--- src/rtl/core/ade_pkg.sv ---
package ade_pkg;

  // Default data widths
  localparam int SAMPLE_BITS_DEF    = 24;
  localparam int GAIN_FRAC_BITS_DEF = 16;

  // Configuration register widths
  localparam int TERMS_BITS     = 2;
  localparam int DIFF_GAIN_BITS = 18;
  localparam int ADV_GAIN_BITS  = 19;
  localparam int CFG_DATA_BITS  = ADV_GAIN_BITS;
  localparam int CFG_INDEX_BITS = 2;

  // Register indexes
  localparam logic [CFG_INDEX_BITS-1:0] REG_TERMS     = 2'd0;
  localparam logic [CFG_INDEX_BITS-1:0] REG_DIFF_GAIN = 2'd1;
  localparam logic [CFG_INDEX_BITS-1:0] REG_ADV_GAIN  = 2'd2;

  localparam logic [TERMS_BITS-1:0] TERMS_RESET = 2'd3;
  localparam int TERM_DIFF_BIT = 0;
  localparam int TERM_ADV_BIT  = 1;

  // Result queue
  localparam int MAX_RESULTS  = 4;
  localparam int RES_CNT_BITS = $clog2(MAX_RESULTS + 1);
  localparam int QUEUE_DEPTH  = 8;

  // One write into the result queue: how many words and whether the row closes
  typedef struct packed {
    logic [RES_CNT_BITS-1:0] cnt;
    logic                    row_end;
  } ade_wr_t;

endpackage

--- src/rtl/core/advection_diffusion_euler_step.sv ---
// Channel  | Handshake            | Payload
// ---------+----------------------+-----------------------------------
// in       | in_valid / in_ready  | in_sample, in_row_last
// out      | out_valid / out_ready| out_value, out_row_end, out_last
// cfg      | cfg_we (no wait)     | cfg_index, cfg_wdata
//
// One sample is taken per cycle while in_ready is high. The first word an item
// causes passes the window, multiply and round stages, then enters the queue.
// Results drain one word per cycle while out_ready is high from an eight-entry
// queue; in_ready drops when queued plus in-flight words leave no room for the
// words this sample releases. Reset (rst_n low, synchronous) empties the pipeline
// and queue, clears the window and row position, sets terms to both, gains to zero.
module advection_diffusion_euler_step
  import ade_pkg::*;
#(
  parameter int SAMPLE_BITS    = SAMPLE_BITS_DEF,
  parameter int GAIN_FRAC_BITS = GAIN_FRAC_BITS_DEF
) (
  input  logic                       clk,
  input  logic                       rst_n,
  input  logic                       cfg_we,
  input  logic [CFG_INDEX_BITS-1:0]  cfg_index,
  input  logic [CFG_DATA_BITS-1:0]   cfg_wdata,
  input  logic                       in_valid,
  output logic                       in_ready,
  input  logic [SAMPLE_BITS-1:0]     in_sample,
  input  logic                       in_row_last,
  output logic                       out_valid,
  input  logic                       out_ready,
  output logic [SAMPLE_BITS-1:0]     out_value,
  output logic                       out_row_end,
  output logic                       out_last
);

  localparam int SB = SAMPLE_BITS;
  localparam int RW = $clog2(QUEUE_DEPTH + 1);

  // Row position, saturating at the steady code
  localparam logic [2:0] POS_HEAD   = 3'd0;
  localparam logic [2:0] POS_SECOND = 3'd1;
  localparam logic [2:0] POS_THIRD  = 3'd2;
  localparam logic [2:0] POS_FOURTH = 3'd3;
  localparam logic [2:0] POS_STEADY = 3'd4;

  typedef struct packed {
    logic [2:0]              pos;
    logic                    fin;
    logic [RES_CNT_BITS-1:0] cnt;
    logic [SB-1:0]           s;
    logic [SB-1:0]           w0;
    logic [SB-1:0]           w1;
    logic [SB-1:0]           first;
  } meta_t;

  // Configuration registers
  logic [TERMS_BITS-1:0]     terms_r;
  logic [DIFF_GAIN_BITS-1:0] diff_gain_r;
  logic [ADV_GAIN_BITS-1:0]  adv_gain_r;

  // Row state
  logic [2:0]    pos_r;
  logic [SB-1:0] w0_r, w1_r, first_r;
  logic signed [SB+1:0] rec0_r;

  // Pipeline
  logic                 acc;
  logic [RES_CNT_BITS-1:0] n_new;
  logic signed [SB+1:0] a1_nxt, a1_r;
  logic signed [SB:0]   a2_nxt, a2_r;
  meta_t                s1_nxt, s1_r, s2_r, s3_r;
  logic                 s1_v_r, s2_v_r, s3_v_r;
  logic signed [SB+1:0] d;

  // Word reservation
  logic [RW-1:0] rsv_r, rsv_nxt;
  logic          out_fire;

  // Result forming
  logic [SB+2:0] cand_sum [4];
  logic [SB-1:0] cand_sat [4];
  logic [MAX_RESULTS-1:0][SB-1:0] wr_value;
  ade_wr_t       wr;

  function automatic logic [SB-1:0] sat_sample(input logic [SB+2:0] x);
    logic [3:0] top;
    top = x[SB+2:SB-1];
    if ((&top) || !(|top)) begin
      return x[SB-1:0];
    end
    return {x[SB+2], {(SB-1){~x[SB+2]}}};
  endfunction

  // ---------------- configuration ----------------
  always_ff @(posedge clk) begin
    if (!rst_n) begin
      terms_r     <= TERMS_RESET;
      diff_gain_r <= '0;
      adv_gain_r  <= '0;
    end else if (cfg_we) begin
      case (cfg_index)
        REG_TERMS:     terms_r     <= cfg_wdata[TERMS_BITS-1:0];
        REG_DIFF_GAIN: diff_gain_r <= cfg_wdata[DIFF_GAIN_BITS-1:0];
        REG_ADV_GAIN:  adv_gain_r  <= cfg_wdata[ADV_GAIN_BITS-1:0];
        default: ;
      endcase
    end
  end

  // ---------------- accept ----------------
  // Take a word only while the queue can absorb the words it releases on top of
  // everything already promised to it.
  assign in_ready = (rsv_r + RW'(n_new)) <= RW'(QUEUE_DEPTH);
  assign acc      = in_valid && in_ready;
  assign out_fire = out_valid && out_ready;

  // Words released by this sample
  always_comb begin
    case (pos_r)
      POS_HEAD:   n_new = in_row_last ? RES_CNT_BITS'(1) : RES_CNT_BITS'(0);
      POS_SECOND: n_new = in_row_last ? RES_CNT_BITS'(2) : RES_CNT_BITS'(0);
      POS_THIRD:  n_new = in_row_last ? RES_CNT_BITS'(3) : RES_CNT_BITS'(0);
      POS_FOURTH: n_new = in_row_last ? RES_CNT_BITS'(4) : RES_CNT_BITS'(3);
      default:    n_new = in_row_last ? RES_CNT_BITS'(2) : RES_CNT_BITS'(1);
    endcase
  end

  // Stencil differences: second difference and backward difference
  assign a1_nxt = {{2{w1_r[SB-1]}}, w1_r} + {{2{in_sample[SB-1]}}, in_sample}
                - {w0_r[SB-1], w0_r, 1'b0};
  assign a2_nxt = {w0_r[SB-1], w0_r} - {w1_r[SB-1], w1_r};

  always_comb begin
    s1_nxt.pos   = pos_r;
    s1_nxt.fin   = in_row_last;
    s1_nxt.cnt   = n_new;
    s1_nxt.s     = in_sample;
    s1_nxt.w0    = w0_r;
    s1_nxt.w1    = w1_r;
    s1_nxt.first = first_r;
  end

  // Advance the window and row position on every accepted sample
  always_ff @(posedge clk) begin
    if (!rst_n) begin
      pos_r   <= POS_HEAD;
      w0_r    <= '0;
      w1_r    <= '0;
      first_r <= '0;
    end else if (acc) begin
      w1_r <= w0_r;
      w0_r <= in_sample;
      if (pos_r == POS_HEAD) begin
        first_r <= in_sample;
      end
      if (in_row_last) begin
        pos_r <= POS_HEAD;
      end else if (pos_r != POS_STEADY) begin
        pos_r <= pos_r + 3'd1;
      end
    end
  end

  // ---------------- pipeline ----------------
  always_ff @(posedge clk) begin
    if (!rst_n) begin
      s1_v_r <= 1'b0;
      s2_v_r <= 1'b0;
      s3_v_r <= 1'b0;
    end else begin
      s1_v_r <= acc;
      s2_v_r <= s1_v_r;
      s3_v_r <= s2_v_r;
    end
  end

  always_ff @(posedge clk) begin
    s1_r <= s1_nxt;
    a1_r <= a1_nxt;
    a2_r <= a2_nxt;
    s2_r <= s1_r;
    s3_r <= s2_r;
  end

  // Multiply, round and clamp the increment; lands alongside stage 3
  ade_incr #(
    .SAMPLE_BITS   (SAMPLE_BITS),
    .GAIN_FRAC_BITS(GAIN_FRAC_BITS)
  ) u_incr (
    .clk        (clk),
    .terms_i    (terms_r),
    .diff_gain_i(diff_gain_r),
    .adv_gain_i (adv_gain_r),
    .a1_i       (a1_r),
    .a2_i       (a2_r),
    .d_o        (d)
  );

  // Hold the newest increment for the mirrored end and the delayed interior point
  always_ff @(posedge clk) begin
    if (!rst_n) begin
      rec0_r <= '0;
    end else if (s3_v_r && (s3_r.pos inside {POS_THIRD, POS_FOURTH, POS_STEADY})) begin
      rec0_r <= d;
    end
  end

  // ---------------- result forming ----------------
  assign cand_sum[0] = {{3{s3_r.first[SB-1]}}, s3_r.first} - {d[SB+1], d};
  assign cand_sum[1] = {{3{s3_r.w0[SB-1]}}, s3_r.w0} + {d[SB+1], d};
  assign cand_sum[2] = {{3{s3_r.w1[SB-1]}}, s3_r.w1} + {rec0_r[SB+1], rec0_r};
  assign cand_sum[3] = {{3{s3_r.s[SB-1]}}, s3_r.s} - {rec0_r[SB+1], rec0_r};

  always_comb begin
    for (int k = 0; k < 4; k++) begin
      cand_sat[k] = sat_sample(cand_sum[k]);
    end
  end

  // Short rows pass through; the fourth sample releases the row head
  always_comb begin
    wr_value = '0;
    case (s3_r.pos)
      POS_HEAD: begin
        wr_value[0] = s3_r.s;
      end
      POS_SECOND: begin
        wr_value[0] = s3_r.first;
        wr_value[1] = s3_r.s;
      end
      POS_THIRD: begin
        wr_value[0] = s3_r.first;
        wr_value[1] = s3_r.w0;
        wr_value[2] = s3_r.s;
      end
      POS_FOURTH: begin
        wr_value[0] = cand_sat[0];
        wr_value[1] = cand_sat[2];
        wr_value[2] = cand_sat[1];
        wr_value[3] = cand_sat[3];
      end
      default: begin
        wr_value[0] = cand_sat[1];
        wr_value[1] = cand_sat[3];
      end
    endcase
  end

  assign wr.cnt     = s3_v_r ? s3_r.cnt : '0;
  assign wr.row_end = s3_r.fin;

  ade_resq #(
    .SAMPLE_BITS(SAMPLE_BITS)
  ) u_resq (
    .clk        (clk),
    .rst_n      (rst_n),
    .wr_i       (wr),
    .wr_value_i (wr_value),
    .out_valid  (out_valid),
    .out_ready  (out_ready),
    .out_value  (out_value),
    .out_row_end(out_row_end),
    .out_last   (out_last)
  );

  // Count words promised at accept and drop one per delivered word
  assign rsv_nxt = rsv_r + (acc ? RW'(n_new) : RW'(0)) - RW'(out_fire);

  always_ff @(posedge clk) begin
    if (!rst_n) begin
      rsv_r <= '0;
    end else begin
      rsv_r <= rsv_nxt;
    end
  end

endmodule

--- src/rtl/core/ade_incr.sv ---
module ade_incr
  import ade_pkg::*;
#(
  parameter int SAMPLE_BITS    = SAMPLE_BITS_DEF,
  parameter int GAIN_FRAC_BITS = GAIN_FRAC_BITS_DEF
) (
  input  logic                              clk,
  input  logic [TERMS_BITS-1:0]             terms_i,
  input  logic [DIFF_GAIN_BITS-1:0]         diff_gain_i,
  input  logic [ADV_GAIN_BITS-1:0]          adv_gain_i,
  input  logic signed [SAMPLE_BITS+1:0]     a1_i,
  input  logic signed [SAMPLE_BITS:0]       a2_i,
  output logic signed [SAMPLE_BITS+1:0]     d_o
);

  localparam int G1W = DIFF_GAIN_BITS + 1;
  localparam int G2W = ADV_GAIN_BITS + 1;
  localparam int PW  = SAMPLE_BITS + 2 + G1W;
  localparam int SW  = PW + 2;
  localparam int DW  = SAMPLE_BITS + 2;
  localparam logic signed [SW-1:0] RND = {{(SW-1){1'b0}}, 1'b1} << (GAIN_FRAC_BITS - 1);

  logic signed [G1W-1:0] g1;
  logic signed [G2W-1:0] adv_ext;
  logic signed [G2W-1:0] g2;
  logic signed [PW-1:0]  p1_nxt, p2_nxt;
  logic signed [PW-1:0]  p1_r, p2_r;
  logic signed [SW-1:0]  sum_w;
  logic signed [SW-1:0]  sh;
  logic [SW-DW:0]        hi;
  logic                  ovf;
  logic signed [DW-1:0]  d_nxt;
  logic signed [DW-1:0]  d_r;

  // Gate each gain by its term enable; advection enters with a negative sign
  assign g1      = terms_i[TERM_DIFF_BIT] ? $signed({1'b0, diff_gain_i}) : '0;
  assign adv_ext = $signed({adv_gain_i[ADV_GAIN_BITS-1], adv_gain_i});
  assign g2      = terms_i[TERM_ADV_BIT] ? -adv_ext : '0;

  assign p1_nxt = PW'(a1_i) * PW'(g1);
  assign p2_nxt = PW'(a2_i) * PW'(g2);

  always_ff @(posedge clk) begin
    p1_r <= p1_nxt;
    p2_r <= p2_nxt;
  end

  // Round to nearest, ties up, then clamp to the increment width
  assign sum_w = SW'(p1_r) + SW'(p2_r) + RND;
  assign sh    = sum_w >>> GAIN_FRAC_BITS;
  assign hi    = sh[SW-1:DW-1];
  assign ovf   = !((&hi) || !(|hi));
  assign d_nxt = ovf ? $signed({sh[SW-1], {(DW-1){~sh[SW-1]}}}) : sh[DW-1:0];

  always_ff @(posedge clk) begin
    d_r <= d_nxt;
  end

  assign d_o = d_r;

endmodule

--- src/rtl/core/ade_resq.sv ---
module ade_resq
  import ade_pkg::*;
#(
  parameter int SAMPLE_BITS = SAMPLE_BITS_DEF
) (
  input  logic                                     clk,
  input  logic                                     rst_n,
  input  ade_wr_t                                  wr_i,
  input  logic [MAX_RESULTS-1:0][SAMPLE_BITS-1:0]  wr_value_i,
  output logic                                     out_valid,
  input  logic                                     out_ready,
  output logic [SAMPLE_BITS-1:0]                   out_value,
  output logic                                     out_row_end,
  output logic                                     out_last
);

  localparam int AW = $clog2(QUEUE_DEPTH);

  logic [SAMPLE_BITS-1:0] mem_value [QUEUE_DEPTH];
  logic                   mem_end   [QUEUE_DEPTH];
  logic                   mem_last  [QUEUE_DEPTH];

  logic [AW-1:0] wp_r, rp_r;
  logic [AW:0]   fill_r;
  logic [AW-1:0] wp_nxt, rp_nxt;
  logic [AW:0]   fill_nxt;
  logic          pop;
  logic [AW-1:0] wr_idx  [MAX_RESULTS];
  logic          wr_en   [MAX_RESULTS];
  logic          wr_last [MAX_RESULTS];

  always_comb begin
    for (int k = 0; k < MAX_RESULTS; k++) begin
      wr_idx[k]  = wp_r + AW'(k);
      wr_en[k]   = RES_CNT_BITS'(k) < wr_i.cnt;
      wr_last[k] = RES_CNT_BITS'(k + 1) == wr_i.cnt;
    end
  end

  always_ff @(posedge clk) begin
    for (int k = 0; k < MAX_RESULTS; k++) begin
      if (wr_en[k]) begin
        mem_value[wr_idx[k]] <= wr_value_i[k];
        mem_end[wr_idx[k]]   <= wr_last[k] && wr_i.row_end;
        mem_last[wr_idx[k]]  <= wr_last[k];
      end
    end
  end

  assign out_valid   = fill_r != '0;
  assign out_value   = mem_value[rp_r];
  assign out_row_end = mem_end[rp_r];
  assign out_last    = mem_last[rp_r];

  assign pop      = out_valid && out_ready;
  assign wp_nxt   = wp_r + AW'(wr_i.cnt);
  assign rp_nxt   = rp_r + AW'(pop);
  assign fill_nxt = fill_r + (AW+1)'(wr_i.cnt) - (AW+1)'(pop);

  always_ff @(posedge clk) begin
    if (!rst_n) begin
      wp_r   <= '0;
      rp_r   <= '0;
      fill_r <= '0;
    end else begin
      wp_r   <= wp_nxt;
      rp_r   <= rp_nxt;
      fill_r <= fill_nxt;
    end
  end

endmodule
--- config.mk ---
export PLATFORM = sky130hd
export DESIGN_NAME = advection_diffusion_euler_step
export DESIGN_NICKNAME = d
export VERILOG_FILES = /design/src/rtl/core/ade_pkg.sv /design/src/rtl/core/advection_diffusion_euler_step.sv /design/src/rtl/core/ade_incr.sv /design/src/rtl/core/ade_resq.sv
export SDC_FILE = /design/constraint.sdc
export NUM_CORES = 2
export LEC_CHECK = 0
export BUFFER_PORTS_ARGS = -buffer_cell sky130_fd_sc_hd__buf_4
export CORE_AREA = 4 4 505 457
export CTS_BUF_LIST = sky130_fd_sc_hd__clkbuf_16
export CTS_CLUSTER_SIZE = 25
export DETAILED_ROUTE_END_ITERATION = 7
export DIE_AREA = 0 0 509 461
export PLACE_DENSITY = 0.45
export SYNTH_ARGS = -nofsm -noshare
export SYNTH_HDL_FRONTEND = slang
export SYNTH_SLANG_ARGS = --single-unit
--- constraint.sdc ---
create_clock -name clk -period 9.7 [get_ports clk]
set_input_delay 1.94 -clock clk [delete_from_list [all_inputs] [get_ports clk]]
set_output_delay 1.94 -clock clk [all_outputs]
set_load 0.005 [all_outputs]
==> impl_metrics.py <==
metrics = {
    "final_layout": {
        "layout_commonest_cell": "inv_1",
        "multi_input_area_um2": 53300,
        "area_growth_pct": 9.90,
        "layout_common_cells": "1301 x inv_1, 1219 x nand2_1, 1004 x fa_1, 626 x dfxtp_1, 456 x ha_1",
        "layout.area.seq_um2": 18900,
        "drive_gt1_share_pct": 7.81,
        "layout.nets": 10100,
        "nFillCells": 23100,
        "fin_cells": 11700,
    },
    "logic_synthesis": {
        "seq_area_frac_synth_pct": 24.1,
        "synth_edf_count": 208,
        "syn-cell-area_um2": 78600,
        "ys_ff_latch": 841,
        "syn_nets": 10200,
        "synth_warnings": 0,
        "synthCells": 8645,
        "avgSynthCellArea_um2": 9.09,
        "yosys_most_used_dff": "dfxtp_1",
        "synth_cell_types": 101,
        "synthArstFlopShare_pct": 0,
    },
    "route": {
        "vias": 63000,
        "postRouteAntennaNets": 0,
        "wirelength_mm": 291,
        "drc": 1,
        "drt_pass1_iterations": 8,
        "viasPerCell": 5.38,
        "routedWlPerCell_um": 24.9,
        "drt_iter0_markers": 5534,
    },
    "setup_path": {
        "crit_type": "reg2reg",
        "max_stage_delay_ns": 0.63,
        "required_ns": 10.31,
        "arrival_ns": 9.78,
        "cp_max_fo": 13,
        "cp-start-kind": "flop",
        "crit_path_frequent_cell": "fa_1",
        "cp-end-kind": "flop",
        "crit_slowest_cell": "or4_1",
    },
    "cts": {
        "cts_tree": "done",
        "cts.sinks": 841,
        "clock_path_buffers": 3,
        "htreeDepth": 3,
        "clk_latency_ns": 0.74,
        "clockRootBuffer": "clkbuf_16",
        "cts_buffers": 96,
        "clkTransAtPathRegs_ns": 0.06,
    },
    "grt": {
        "grt_pass1_wl_mm": 433,
        "antenna_found_initial": 15,
        "grt_pass1_vias": 64200,
        "overflow": 0,
        "grt_max_degree": 90,
        "grt_usage_pct": 24.7,
    },
    "outcome": {
        "violations": "design-rule violations",
        "status": "finished with violations",
    },
    "placed_design": {
        "post-dp-hpwl_mm": 224,
        "dp_cells": 11500,
        "preCtsSetupSlack_ns": 0.193,
        "place_congestion": 0.903,
        "port_buffers": 78,
    },
    "min_path": {
        "hold_class": "reg2reg",
    },
    "die": {
        "initial_core_util_pct": 34.8,
        "ios": 79,
        "rows": 166,
        "dieArea_um2": 235000,
        "core-area_um2": 226000,
        "die_h_um": 461,
        "fp.dieW_um": 509,
    },
    "timing": {
        "rsz0062_at_grt": "false",
        "setup_violations": 0,
        "hold_viol": 0,
        "clock.fmax_mhz": 109,
        "worstMarginPinSlew_ns": 1.32,
        "tns_ns": 0,
        "period_share_pct": 94.5,
        "finClkSkew_ns": 0.0626,
        "finalCriticalPeriod_ns": 9.17,
        "finalMaxSlewViolations": 0,
        "maxSlewHeadroom_pct": 11.9,
        "setup_slack_ns": 0.533,
    },
    "run": {
        "drv_cap": 0,
    },
}
## cell type report
class	count	share of cell area (%)
timing repair buffer	299	2.60
clock inverter	81	0.943
inverter	1290	5.61
antenna	6	0.0174
multi-input combinational	6072	61.7
clock buffer	98	2.84
sequential	841	21.9
tap	3024	4.38
## critical path, delay by kind of cell, from the launching register on
kind | cells | cell delay, ns
DFF | 1 | 0.37
xor gates and xnor gates | 2 | 0.30
and+or+nand+nor | 9 | 2.55
buffers and inverters | 1 | 0.05
AOI/OAI and AO/OA | 8 | 2.08
adders and majority gates | 8 | 3.74
## timing repair
action / CTS / global route
endpoints found under the setup margin: 0 / 5
resized for setup: 0 / 5
buffers inserted: 0 / 0
endpoints found under the hold margin: 0 / 0
hold buffers: 0 / 0
## through the flow
step	cell area (µm²)	hold slack [ns]	utilization, %
5_1_grt	86400	0.327	38.2
6_report	86400	0.319	38.2
3_5_place_dp	83100	0.312	36.8
2_1_floorplan	78600	0.310	-
4_1_cts	86400	0.310	38.2
3_3_place_gp	83100	0.310	36.8
## path summary, 6_finish.rpt
kind | from | to | slack [ns] | cells past startpoint
worst max register to register | adv_gain_r[3] | u_incr.p2_r[37] | 0.53 | 28
worst min-delay path | s2_r[32] | s3_r[32] | 0.32 | 0
worst max-delay path | adv_gain_r[3] | u_incr.p2_r[37] | 0.53 | 28
worst min register to register | s2_r[32] | s3_r[32] | 0.32 | 0
## metal layers
layer	vias up	global-route usage [%]	wire length [µm]
met4	0	6.42	8790
met3	451	3.50	19000
met1	31700	34.4	130000
met2	2296	40.4	134000
li1	28600	-	-
met5	-	0	0
## cells by family after synthesis
logic type	after synthesis	share of synthesized area, %
AOI/OAI and AO/OA	1674	14.3
xor gates and xnor gates	291	3.24
adders and majority gates	1460	32.8
buffers and inverters	1732	8.32
DFF	841	24.1
muxes	105	2.22
and+or+nand+nor	2542	15.1
## registers in the layout (all words and copies together), names as in the netlist, 25 cells and up
name	count
rec0_r	26
u_incr.d_o	26
a2_r	25
s1_r	103
s3_r	103
s2_r	103
u_incr.p2_r	45
u_resq.mem_value	192
a1_r	26
u_incr.p1_r	45
## Yosys cell counts, types with 20 or more instances
| library cell | number | share of area [%] |
|---|---|---|
| a21oi_1 | 453 | 2.9 |
| nand2b_1 | 44 | 0.35 |
| o21ai_2 | 20 | 0.22 |
| o211ai_1 | 55 | 0.53 |
| dfxtp_1 | 633 | 16 |
| edfxtp_1 | 208 | 7.9 |
| o21a_1 | 64 | 0.61 |
| nand3_1 | 94 | 0.60 |
| a21o_1 | 120 | 1.1 |
| or2_2 | 24 | 0.19 |
| a22oi_1 | 34 | 0.32 |
| buf_1 | 23 | 0.11 |
| o22ai_1 | 83 | 0.66 |
| clkbuf_1 | 406 | 1.9 |
| nor3_1 | 82 | 0.52 |
| a221o_1 | 20 | 0.25 |
| mux4_2 | 52 | 1.5 |
| o21ai_0 | 242 | 1.5 |
| or3_1 | 21 | 0.17 |
| a31oi_1 | 50 | 0.40 |
| mux2_2 | 29 | 0.42 |
| nor2_1 | 362 | 1.7 |
| a221oi_1 | 59 | 0.66 |
| mux2i_1 | 23 | 0.29 |
| nor2b_1 | 76 | 0.60 |
| a21boi_0 | 147 | 1.4 |
| xnor2_1 | 204 | 2.3 |
| nor4_1 | 23 | 0.18 |
| inv_1 | 1289 | 6.2 |
| nand4_1 | 34 | 0.27 |
| o21bai_1 | 22 | 0.21 |
| and2_1 | 84 | 0.67 |
| a211oi_1 | 48 | 0.46 |
| xor2_1 | 87 | 0.97 |
| and3_1 | 415 | 3.3 |
| ha_1 | 456 | 7.3 |
| o221ai_1 | 20 | 0.22 |
| nand2_1 | 1225 | 5.8 |
| fa_1 | 1004 | 26 |
Power is left out: the tool's default activity adds up to more than one toggle a clock period on the data nets, which glitch-free logic cannot reach.
